--- src/sv/sbf_pkg.sv ---
`timescale 1ns / 1ps
package sbf_pkg;

    // Batch sizing
    localparam int BATCH_DEPTH = 64;
    localparam int IDX_W       = $clog2(BATCH_DEPTH);
    localparam int CNT_W       = $clog2(BATCH_DEPTH + 1);

    // Field widths
    localparam int NONCE_W  = 32;
    localparam int GAS_W    = 32;
    localparam int ACC_W    = 38;
    localparam int HASH_W   = 64;
    localparam int ENTRY_W  = 7;
    localparam int STATUS_W = 2;

    // Command queue between front and back
    localparam int QUEUE_DEPTH = 2;
    localparam int QPTR_W      = $clog2(QUEUE_DEPTH);
    localparam int QCNT_W      = $clog2(QUEUE_DEPTH + 1);

    // Hash constants
    localparam logic [HASH_W-1:0] KEY_MASK   = 64'h0953_4679_5411_4363;
    localparam logic [HASH_W-1:0] FNV_BASIS  = 64'hCBF2_9CE4_8422_2325;
    localparam logic [8:0]        PRIME_LOW  = 9'h1B3;
    localparam int                PRIME_SHIFT = 40;

    // Result status codes
    localparam logic [STATUS_W-1:0] ST_OK    = 2'd0;
    localparam logic [STATUS_W-1:0] ST_FULL  = 2'd1;
    localparam logic [STATUS_W-1:0] ST_EMPTY = 2'd2;

    // Input command codes
    localparam logic CMD_PUSH = 1'b0;
    localparam logic CMD_EVAL = 1'b1;

    // Classified operation handed from front to back
    typedef enum logic [1:0] {
        OP_PUSH,
        OP_PUSH_FULL,
        OP_EVAL,
        OP_EVAL_EMPTY
    } t_op;

    typedef struct packed {
        t_op                op;
        logic [NONCE_W-1:0] nonce;
        logic [GAS_W-1:0]   gas;
        logic [CNT_W-1:0]   count;   // entries stored after this command
    } t_queue_entry;

    // x * 0x100000001B3 mod 2^64 = (x << 40) + x * 0x1B3
    function automatic logic [HASH_W-1:0] mul_prime(input logic [HASH_W-1:0] x);
        logic [HASH_W-1:0] lo;
        lo = x * {{(HASH_W-9){1'b0}}, PRIME_LOW};
        return (x << PRIME_SHIFT) + lo;
    endfunction

endpackage

--- src/sv/sbf_front.sv ---
`timescale 1ns / 1ps
module sbf_front (
    input  logic                        i_clk,
    input  logic                        i_rst_n,
    input  logic                        i_in_valid,
    output logic                        o_in_stall,
    input  logic                        i_cmd,
    input  logic [sbf_pkg::NONCE_W-1:0] i_nonce,
    input  logic [sbf_pkg::GAS_W-1:0]   i_tx_gas,
    output logic                        o_q_valid,
    output sbf_pkg::t_queue_entry       o_q_entry,
    input  logic                        i_q_pop
);
    import sbf_pkg::*;

    t_queue_entry      r_q [QUEUE_DEPTH];
    logic [QPTR_W-1:0] r_wr_ptr;
    logic [QPTR_W-1:0] r_rd_ptr;
    logic [QCNT_W-1:0] r_q_count;
    logic [CNT_W-1:0]  r_count;      // shadow of the stored count

    t_queue_entry      w_entry;
    logic              w_push;

    assign o_in_stall = (r_q_count == QCNT_W'(QUEUE_DEPTH));
    assign w_push     = i_in_valid && !o_in_stall;
    assign o_q_valid  = (r_q_count != '0);
    assign o_q_entry  = r_q[r_rd_ptr];

    // Classify against the count as it stands after all earlier commands.
    always_comb begin
        w_entry.nonce = i_nonce;
        w_entry.gas   = i_tx_gas;
        w_entry.count = r_count;
        if (i_cmd == CMD_PUSH) begin
            if (r_count == CNT_W'(BATCH_DEPTH)) begin
                w_entry.op = OP_PUSH_FULL;
            end else begin
                w_entry.op    = OP_PUSH;
                w_entry.count = r_count + CNT_W'(1);
            end
        end else begin
            w_entry.op = (r_count == '0) ? OP_EVAL_EMPTY : OP_EVAL;
        end
    end

    always_ff @(posedge i_clk) begin
        if (!i_rst_n) begin
            r_wr_ptr  <= '0;
            r_rd_ptr  <= '0;
            r_q_count <= '0;
            r_count   <= '0;
        end else begin
            if (w_push) begin
                r_q[r_wr_ptr] <= w_entry;
                r_count       <= w_entry.count;
                r_wr_ptr      <= (r_wr_ptr == QPTR_W'(QUEUE_DEPTH - 1)) ?
                                 '0 : r_wr_ptr + QPTR_W'(1);
            end
            if (i_q_pop) begin
                r_rd_ptr <= (r_rd_ptr == QPTR_W'(QUEUE_DEPTH - 1)) ?
                            '0 : r_rd_ptr + QPTR_W'(1);
            end
            case ({w_push, i_q_pop})
                2'b10:   r_q_count <= r_q_count + QCNT_W'(1);
                2'b01:   r_q_count <= r_q_count - QCNT_W'(1);
                default: r_q_count <= r_q_count;
            endcase
        end
    end

endmodule

--- src/sv/sbf_back.sv ---
`timescale 1ns / 1ps
module sbf_back (
    input  logic                         i_clk,
    input  logic                         i_rst_n,
    input  logic                         i_q_valid,
    input  sbf_pkg::t_queue_entry        i_q_entry,
    output logic                         o_q_pop,
    output logic                         o_out_valid,
    input  logic                         i_out_stall,
    output logic [sbf_pkg::STATUS_W-1:0] o_status,
    output logic [sbf_pkg::HASH_W-1:0]   o_root_hash,
    output logic [sbf_pkg::ACC_W-1:0]    o_total_gas,
    output logic [sbf_pkg::ENTRY_W-1:0]  o_entry_count
);
    import sbf_pkg::*;

    typedef enum logic [2:0] {
        S_IDLE,
        S_START,
        S_GET_V,
        S_CMP,
        S_PLACE,
        S_FOLD_KEY,
        S_FOLD_MIX,
        S_DONE
    } t_state;

    t_state               r_state;
    logic                 r_out_valid;
    logic [STATUS_W-1:0]  r_out_status;
    logic [CNT_W-1:0]     r_out_count;
    logic [ACC_W-1:0]     r_gas;
    logic [HASH_W-1:0]    r_last_root;
    logic [ACC_W-1:0]     r_last_total;
    logic [CNT_W-1:0]     r_n;
    logic [CNT_W-1:0]     r_i;
    logic [CNT_W-1:0]     r_j;
    logic [NONCE_W-1:0]   r_v;
    logic [HASH_W-1:0]    r_key;
    logic [HASH_W-1:0]    r_h;

    logic [NONCE_W-1:0]   mem [BATCH_DEPTH];
    logic [NONCE_W-1:0]   r_rd_data;

    logic                 w_out_free;
    logic                 w_load;        // result register takes a new result
    logic [CNT_W-1:0]     w_rd_idx;
    logic                 w_wr_en;
    logic [CNT_W-1:0]     w_wr_idx;
    logic [NONCE_W-1:0]   w_wr_data;
    logic                 w_shift;       // stored entry above v moves up
    logic                 w_i_more;      // r_i + 1 < r_n
    logic [CNT_W-1:0]     w_i_next;
    logic [ACC_W:0]       w_gas_sum;
    logic [ACC_W-1:0]     w_gas_sat;

    assign w_out_free = !r_out_valid || !i_out_stall;
    assign w_shift    = (r_rd_data > r_v);
    assign w_i_next   = r_i + CNT_W'(1);
    assign w_i_more   = (w_i_next < r_n);
    assign w_gas_sum  = {1'b0, r_gas} + (ACC_W + 1)'(i_q_entry.gas);
    assign w_gas_sat  = w_gas_sum[ACC_W] ? '1 : w_gas_sum[ACC_W-1:0];
    assign o_q_pop    = (r_state == S_IDLE) && i_q_valid && w_out_free;
    assign w_load     = (o_q_pop && (i_q_entry.op != OP_EVAL)) ||
                        ((r_state == S_DONE) && w_out_free);

    // Store port control
    always_comb begin
        w_rd_idx  = '0;
        w_wr_en   = 1'b0;
        w_wr_idx  = r_j;
        w_wr_data = r_rd_data;
        case (r_state)
            S_IDLE: begin
                w_wr_en   = o_q_pop && (i_q_entry.op == OP_PUSH);
                w_wr_idx  = i_q_entry.count - CNT_W'(1);
                w_wr_data = i_q_entry.nonce;
            end
            S_START:  w_rd_idx = (r_n == CNT_W'(1)) ? '0 : CNT_W'(1);
            S_GET_V:  w_rd_idx = r_j - CNT_W'(1);
            S_CMP: begin
                w_wr_en  = w_shift;
                w_rd_idx = r_j - CNT_W'(2);
            end
            S_PLACE: begin
                w_wr_en   = 1'b1;
                w_wr_data = r_v;
                w_rd_idx  = w_i_more ? w_i_next : '0;
            end
            S_FOLD_MIX: w_rd_idx = w_i_next;
            default:    w_rd_idx = '0;
        endcase
    end

    // Write-first: reading the address being written returns the new data
    always_ff @(posedge i_clk) begin
        if (w_wr_en) begin
            mem[w_wr_idx[IDX_W-1:0]] <= w_wr_data;
        end
        r_rd_data <= (w_wr_en && (w_wr_idx[IDX_W-1:0] == w_rd_idx[IDX_W-1:0])) ?
                     w_wr_data : mem[w_rd_idx[IDX_W-1:0]];
    end

    always_ff @(posedge i_clk) begin
        if (!i_rst_n) begin
            r_state      <= S_IDLE;
            r_out_valid  <= 1'b0;
            r_gas        <= '0;
            r_last_root  <= '0;
            r_last_total <= '0;
        end else begin
            if (w_load) begin
                r_out_valid <= 1'b1;
            end else if (!i_out_stall) begin
                r_out_valid <= 1'b0;
            end
            case (r_state)
                S_IDLE: begin
                    if (o_q_pop) begin
                        r_out_count <= i_q_entry.count;
                        case (i_q_entry.op)
                            OP_PUSH: begin
                                r_gas        <= w_gas_sat;
                                r_out_status <= ST_OK;
                            end
                            OP_PUSH_FULL: begin
                                r_out_status <= ST_FULL;
                            end
                            OP_EVAL_EMPTY: begin
                                r_out_status <= ST_EMPTY;
                            end
                            OP_EVAL: begin
                                r_n     <= i_q_entry.count;
                                r_state <= S_START;
                            end
                            default: r_state <= S_IDLE;
                        endcase
                    end
                end
                S_START: begin
                    r_h <= FNV_BASIS;
                    if (r_n == CNT_W'(1)) begin
                        r_i     <= '0;
                        r_state <= S_FOLD_KEY;
                    end else begin
                        r_i     <= CNT_W'(1);
                        r_j     <= CNT_W'(1);
                        r_state <= S_GET_V;
                    end
                end
                S_GET_V: begin
                    r_v     <= r_rd_data;
                    r_state <= S_CMP;
                end
                S_CMP: begin
                    if (w_shift) begin
                        r_j <= r_j - CNT_W'(1);
                        if (r_j == CNT_W'(1)) begin
                            r_state <= S_PLACE;
                        end
                    end else begin
                        r_state <= S_PLACE;
                    end
                end
                S_PLACE: begin
                    if (w_i_more) begin
                        r_i     <= w_i_next;
                        r_j     <= w_i_next;
                        r_state <= S_GET_V;
                    end else begin
                        r_i     <= '0;
                        r_state <= S_FOLD_KEY;
                    end
                end
                S_FOLD_KEY: begin
                    r_key   <= KEY_MASK ^ mul_prime(HASH_W'(r_rd_data));
                    r_state <= S_FOLD_MIX;
                end
                S_FOLD_MIX: begin
                    r_h <= mul_prime(r_h ^ r_key);
                    if (w_i_more) begin
                        r_i     <= w_i_next;
                        r_state <= S_FOLD_KEY;
                    end else begin
                        r_state <= S_DONE;
                    end
                end
                S_DONE: begin
                    if (w_out_free) begin
                        r_last_root  <= r_h;
                        r_last_total <= r_gas;
                        r_out_status <= ST_OK;
                        r_out_count  <= r_n;
                        r_state      <= S_IDLE;
                    end
                end
                default: r_state <= S_IDLE;
            endcase
        end
    end

    // Kept root and total only change when a new result is loaded,
    // so they serve directly as the result payload.
    assign o_out_valid   = r_out_valid;
    assign o_status      = r_out_status;
    assign o_root_hash   = r_last_root;
    assign o_total_gas   = r_last_total;
    assign o_entry_count = ENTRY_W'(r_out_count);

endmodule

--- src/sv/sorted_batch_fnv_fold_hash.sv ---
`timescale 1ns / 1ps
// Channel  | Handshake                  | Payload
// ---------+----------------------------+---------------------------------------------
// input    | i_in_valid / o_in_stall    | i_cmd, i_nonce, i_tx_gas
// result   | o_out_valid / i_out_stall  | o_status, o_root_hash, o_total_gas,
//          |                            | o_entry_count
//
// Push, full push and empty evaluate: queued at the accepting edge, then popped by
// the back, once it is idle and the result register is free, and loaded into the
// result register at the popping edge.
// Evaluate of n entries: a start step, insertion sort over the single-port-read
// store (read v, compare and shift each larger entry up, place v) for each entry
// after the first, then the fold per entry (key multiply, then mix multiply), then
// a done step that loads the result register once it is free.
// Reset (synchronous, active low) clears control, counts, gas and the kept
// root; the nonce store needs no clearing pass.
// The two-entry queue lets the input side keep accepting while the back is
// busy; the result register holds under i_out_stall and the back waits on it.
module sorted_batch_fnv_fold_hash (
    input  logic                         i_clk,
    input  logic                         i_rst_n,
    input  logic                         i_in_valid,
    output logic                         o_in_stall,
    input  logic                         i_cmd,
    input  logic [sbf_pkg::NONCE_W-1:0]  i_nonce,
    input  logic [sbf_pkg::GAS_W-1:0]    i_tx_gas,
    output logic                         o_out_valid,
    input  logic                         i_out_stall,
    output logic [sbf_pkg::STATUS_W-1:0] o_status,
    output logic [sbf_pkg::HASH_W-1:0]   o_root_hash,
    output logic [sbf_pkg::ACC_W-1:0]    o_total_gas,
    output logic [sbf_pkg::ENTRY_W-1:0]  o_entry_count
);
    import sbf_pkg::*;

    // Front to back: classified transaction, queued
    logic         w_q_valid;
    t_queue_entry w_q_entry;
    logic         w_q_pop;

    // Front: takes transactions, tracks the stored count and classifies
    // each command as push, refused push, evaluate or empty evaluate.
    sbf_front u_front (
        .i_clk      (i_clk),
        .i_rst_n    (i_rst_n),
        .i_in_valid (i_in_valid),
        .o_in_stall (o_in_stall),
        .i_cmd      (i_cmd),
        .i_nonce    (i_nonce),
        .i_tx_gas   (i_tx_gas),
        .o_q_valid  (w_q_valid),
        .o_q_entry  (w_q_entry),
        .i_q_pop    (w_q_pop)
    );

    // Back: owns the nonce store and gas total, runs sort and fold,
    // and holds the result register.
    sbf_back u_back (
        .i_clk         (i_clk),
        .i_rst_n       (i_rst_n),
        .i_q_valid     (w_q_valid),
        .i_q_entry     (w_q_entry),
        .o_q_pop       (w_q_pop),
        .o_out_valid   (o_out_valid),
        .i_out_stall   (i_out_stall),
        .o_status      (o_status),
        .o_root_hash   (o_root_hash),
        .o_total_gas   (o_total_gas),
        .o_entry_count (o_entry_count)
    );

endmodule

--- config.mk ---
export PLATFORM = sky130hd
export DESIGN_NAME = sorted_batch_fnv_fold_hash
export DESIGN_NICKNAME = d
export VERILOG_FILES = /design/src/sv/sbf_pkg.sv /design/src/sv/sbf_front.sv /design/src/sv/sbf_back.sv /design/src/sv/sorted_batch_fnv_fold_hash.sv
export SDC_FILE = /design/constraint.sdc
export NUM_CORES = 2
export LEC_CHECK = 0
export ABC_AREA = 1
export BUFFER_PORTS_ARGS = -buffer_cell sky130_fd_sc_hd__buf_2
export CAP_MARGIN = 30
export CORE_MARGIN = 3
export CORE_UTILIZATION = 45
export CTS_CLUSTER_SIZE = 16
export DETAILED_ROUTE_END_ITERATION = 8
export GPL_TIMING_DRIVEN = 0
export SLEW_MARGIN = 10
export SYNTH_ARGS = -nofsm -noshare
export SYNTH_HDL_FRONTEND = slang
export SYNTH_SLANG_ARGS = --single-unit
--- constraint.sdc ---
create_clock -name i_clk -period 11.1 [get_ports i_clk]
set_clock_uncertainty 0.1 [all_clocks]
set_input_delay 1.11 -clock i_clk [delete_from_list [all_inputs] [get_ports i_clk]]
set_output_delay 1.11 -clock i_clk [all_outputs]
set_load 0.02 [all_outputs]
# ---- Word level (Yosys, flattened, before mapping)
# Memory sizes are Yosys's and may differ from the RTL's. A register that Yosys moved wholly into a read port is not among the register bits.
# Index checks and enable logic that the tools add are counted.
dict set report word_totals {
  ff_bits 345
  mem_bits_rw 2194
  inputBits 69
  output_inout_bits 113
  word_cells 141
  memories 2
}
# name depth width rd rd_ports_with_merged_regs write_ports line_no
set memory_table {}
lappend memory_table {u_back.mem 64 32 1 1 1 sbf_back.sv:42} ;# logic [NONCE_W-1:0] mem [BATCH_DEPTH];
lappend memory_table {u_front.r_q 2 73 1 1 1 sbf_front.sv:16} ;# t_queue_entry r_q [QUEUE_DEPTH];
dict set report classes {
  addsub 12
  mul 2
  order_cmp 2
  n_eq_ne 27
  mux 46
  bitwise_logic 2
  reduce_logical 31
}
# operator count
set ops {}
lappend ops {{$pmux W64 S2} 1}
lappend ops {{$add A64 B41 Y64} 1}
lappend ops {{$add A64 B64 Y64} 1}
lappend ops {{$mul A64 B9 Y64 const B} 1}
lappend ops {{$pmux W32 S2} 1}
lappend ops {{$xor A64 B64 Y64} 1}
lappend ops {{$mux W7} 8}
lappend ops {{$pmux W7 S3} 2}
lappend ops {{$mul A32 B9 Y41 const B} 1}
lappend ops {{$add A38 B32 Y39} 1}
lappend ops {{$mux W38} 1}
lappend ops {{$gt A32 B32 Y1} 1}
lappend ops {{$pmux W6 S5} 1}
lappend ops {{$not A26 Y26} 1}
lappend ops {{$pmux W3 S8} 1}
lappend ops {{$mux W3} 7}
lappend ops {{$add A7 B1 Y7 const B} 2}
lappend ops {{$eq A7 B1 Y1 const B} 2}
lappend ops {{$mux W1} 14}
lappend ops {{$pmux W7 S2} 1}
lappend ops {{$eq A3 B3 Y1 const B} 4}
lappend ops {{$ne A2 B1 Y1 const B} 6}
lappend ops {{$reduce_and A4 Y1} 3}
lappend ops {{$reduce_and A5 Y1} 2}
lappend ops {{30 further kinds} 58}

# ---- Depth between registers and ports, before layout
dict set report depth {
  ltp_word 7
  depth_mapped 38
  depth_no_buf 33
}

# ---- Hierarchy
# From an unflattened synthesis, not the netlist that was laid out.
dict set report unflattened {
  hier_cells 10563
  area_unflattened_um2 121590.4
}
# module instances cells_each area_each_um2 seq_area_each_um2
set by_module_without_submodules {}
lappend by_module_without_submodules {sbf_back 1 10237 115602.1 70207.3}
lappend by_module_without_submodules {sbf_front 1 326 5988.2 4624.4}

# ---- Worst setup path before layout
# Ideal clock, no wire load.
dict set report synth_path {
  kind {input -> register}
  startpoint {input port i_rst_n}
  endpoint {register u_back.r_key[0], enable pin}
  setup_time_ns 0.644
  arrival_ns 7.381
  required_ns 10.356
  setup_slack_ns 2.974
  path_stages 2
  path_cell_list {clkinv_1 > nor4_1}
}
dict set report synth_via {
  elab_chain_cells 1
}
# element line_no
set synth_lines {}
lappend synth_lines {{start, declared} sorted_batch_fnv_fold_hash.sv:21} ;# input logic i_rst_n,
lappend synth_lines {{$reduce_and A2 Y1 (no source line)} -}
lappend synth_lines {{end signal, assigned} sbf_back.sv:176} ;# r_key <= KEY_MASK ^ mul_prime(HASH_W'(r_rd_data));
lappend synth_lines {{end, declared} sbf_back.sv:39} ;# logic [HASH_W-1:0] r_key;
# Every way passes these cells.
# A chain may end at the register's enable or synchronous reset.

==> impl_results.md <==
* Final nets at between 10000 and 15000
* Detail Route Antenna Nets at 0
* Port bufs at 181
* Die height at 527 µm
* WHS at 277 ps
* GRT Overall Usage at 36.3%
* Async set-reset flop share out of synthesis at 0%
* WL per Instance at about 34 µm
* Die W at about 530 µm
* DRC violations left at 0
* Post-CTS sizing at 0
* Post-Syn Nets at between 10000 and 15000
* CTS Buffer Depth at 4
* CP Class: reg2reg
* Slew Limit Fails at 0
* CTS tree: built
* Register area share after synthesis at between 60% and 70%
* Req. time, crit path at 11650 ps
* Seq cells post-synth at ~2500
* TNS Setup at 0 ps
* Most Crowded Layer GR: met2
* Iter 0 DRT Violations at roughly 16000
* CTS Hold Bufs at 0
* Routing usage on met3 at 11.2%
* Met2 Use GR at between 50% and 60%
* Yosys warnings at 0
* Met1 usage at between 40% and 50%
* Critical Path Source Type: flip-flop
* Layout cells sized above 1 at ~11%
* Worst Min Path Start: i_tx_gas[10]
* Worst-Margin Slew at between 1000 and 1500 ps
* Worst R2R Setup Slack at between 1000 and 1500 ps
* CTS clock-pin slew for the worst setup and hold paths at 70 ps
* Status: completed
* Max cap viols at 0
* Hold endpoint: u_front.r_q[0][17]$_DFFE_PP_
* EDFF count, synth at ~2400
* CP Capture Type: flip-flop
* Synth cell types at 62
* Final HPWL DP at ~390000 µm
* Syn Inst Count at ~11000
* Die ar. at 0.277 mm²
* Tcrit/Tclk final at 88.5%
* Post-synth top cells: 2384 x edfxtp_1, 1713 x nor2_1, 1418 x o21ai_0
* Crit path DAT at 10380 ps
* Post-synth top area cell: edfxtp_1
* TritonCTS Buffers at between 200 and 300
* Hold Path Stages at 1
* IO Count at around 180
* Worst hold path class: in2reg
* Largest net degree at the start of global routing at 65
* Reg2reg path depth at 26
* H-tree Lvls at 5
* Post-layout min period at roughly 10000 ps
* FMAX at approximately 100 MHz
* Placer Congestion at just under 1
* Final hold vios at 0
* Setup-failing EPs final at 0
* Core Area at roughly 0.27 mm²
* R2r endpoint: u_back.r_key[63]$_DFFE_PP_
* Total gr overflow at 0
* Vias at around 95000
* Top post-synthesis cells by area: edfxtp_1 59%, o21ai_0 5.8%, fa_1 5.5%, nor2_1 5.3%, ha_1 4.1%
* Yosys top cell area share at 58.7%
* Clock root cell: clkbuf_16
* First-pass GRT wire length at slightly above 700000 µm
* Via density at 6.21
* Slew headroom at a little under a quarter
* Synth Flop Type: edfxtp_1
* Clock Latency Late Sink at slightly below 1000 ps
* Most frequent cell after synthesis: edfxtp_1
* Post-CTS Setup Repair Bufs at 0
* Synth Area per Inst at roughly 11 µm²
* Cell Rows at 190
* TritonRoute pass-1 iters at 9
* Initial Util at a little under half
* Max FO, Critical Path at 10
* Area growth syn-to-layout at 16.3%
* Initial antenna violation count at 48
* Clock sink count at approximately 2500
* RSZ-0062 raised after global routing: false
* Vias in the first global route at ~90000
* Netlist Area Pre-Place at roughly 0.12 mm²
* Final wirelength at about 520000 µm
==> registers in the layout (all words and copies together), names as in the netlist, 2 cells and up, named ones only <==
signal / flops
u_back.o_total_gas: 38
u_back.r_gas: 38
u_front.r_count: 7
u_back.mem: 2048
u_front.r_q: 146
u_back.o_entry_count: 7
u_back.r_state: 3
u_back.r_h: 64
u_back.r_i: 7
u_front.r_q_count: 2
u_back.r_j: 7
u_back.r_v: 32
u_back.o_status: 2
u_back.r_key: 64
u_back.o_root_hash: 64
u_back.r_n: 7
==> worst max-delay path by stage <==
stage,startpoint,endpoint,slack [ps],cells past startpoint
floorplan,i_rst_n,u_back.r_key[0]$_DFFE_PP_,2970,2
global placement,flip-flop,u_back.mem[26][5]$_DFFE_PP_,-1360,20
detailed placement,flip-flop,u_back.r_key[63]$_DFFE_PP_,1780,27
CTS,flip-flop,u_back.r_key[51]$_DFFE_PP_,1710,28
global route,flip-flop,u_back.r_key[51]$_DFFE_PP_,1180,27
finish,flip-flop,u_back.r_key[63]$_DFFE_PP_,1270,26
==> metal layers <==
| metal | vias to the layer above | wire (µm) |
|---|---|---|
| met4 | 39 | 40300 |
| met2 | 7014 | 223000 |
| met5 | - | 325 |
| met1 | 46791 | 184000 |
| met3 | 1712 | 69200 |
| li1 | 39433 | - |
==> critical path, stage by stage (launching register included) <==
cell	delay (ps)
dfxtp_1	410
clkinv_1	490
clkbuf_1	850
clkbuf_1	750
o21ai_0	490
o22ai_1	480
nand2_1	110
nand3_1	120
nand2_1	540
inv_1	580
ha_1	360
xor2_1	320
ha_1	320
fa_1	480
ha_1	290
ha_1	280
inv_1	130
fa_1	470
o21ai_1	380
nand3_1	120
nand2_1	190
nand2_1	110
nand3_1	210
a21oi_1	210
nor2_1	160
o21ai_0	110
xnor2_1	440
==> kinds of logic after synthesis <==
| family | after synthesis | synth area share, % |
|---|---|---|
| simple gates | 3180 | 10.5 |
| compound gates | 2584 | 11.7 |
| flops | 2546 | 61.4 |
| buf+inv | 1523 | 5.34 |
| fa+ha+maj | 729 | 9.53 |
| xor+xnor | 224 | 1.61 |
| mux | 2 | 0.0174 |
==> layout by cell type (no fill, tap or decap), types with 15 or more instances in the layout <==
cell,Yosys,routed
o22ai_1,594,594
inv_4,1,18
a31oi_1,52,52
ha_1,396,396
o21ai_1,104,101
buf_16,0,61
nor2_4,5,55
buf_12,2,107
buf_1,24,21
buf_4,43,97
o21ai_0,1418,1418
diode_2,0,25
nor2_1,1713,1663
a21oi_1,248,247
fa_1,333,333
buf_6,55,74
o21bai_1,30,30
xor2_1,146,146
nand3_4,0,15
o211ai_1,49,49
dfxtp_1,162,162
o221ai_1,18,15
clkbuf_16,0,289
o21ai_2,14,17
inv_1,974,958
bufinv_16,0,24
inv_2,18,18
clkinv_1,3,56
nand3_1,329,311
clkbuf_1,267,321
or2_2,43,43
edfxtp_1,2384,2384
nor3_1,34,33
buf_2,134,322
a21o_1,15,15
nand4_1,25,25
xnor2_1,78,78
nor4_1,21,20
clkinv_2,0,40
nand2_1,978,978
==> area by class of cell <==
class / instances / area (µm²)
sequential: 2546 / 74800
tap: 3552 / 4440
clock inverter: 159 / 1640
inverter: 997 / 3790
clock buffer: 347 / 7480
antenna: 25 / 62.6
fill: 23342 / 127000
multi-input combinational: 6719 / 41300
buffer: 526 / 2770
timing repair buffer: 434 / 5470
==> stage by stage <==
stage	instance area, µm²	std cells	util (%)	setup slack [ps]
3_3_place_gp	127000	14521	47.4	-1360
5_1_grt	142000	15281	52.7	1180
6_report	142000	15305	52.7	1270
3_5_place_dp	133000	14769	49.3	1780
4_1_cts	142000	15275	52.7	1710
2_1_floorplan	122000	10788	-	2970
Power is not shown: default switching activity piles up to over one toggle a cycle in this logic, so the estimate is an artifact.
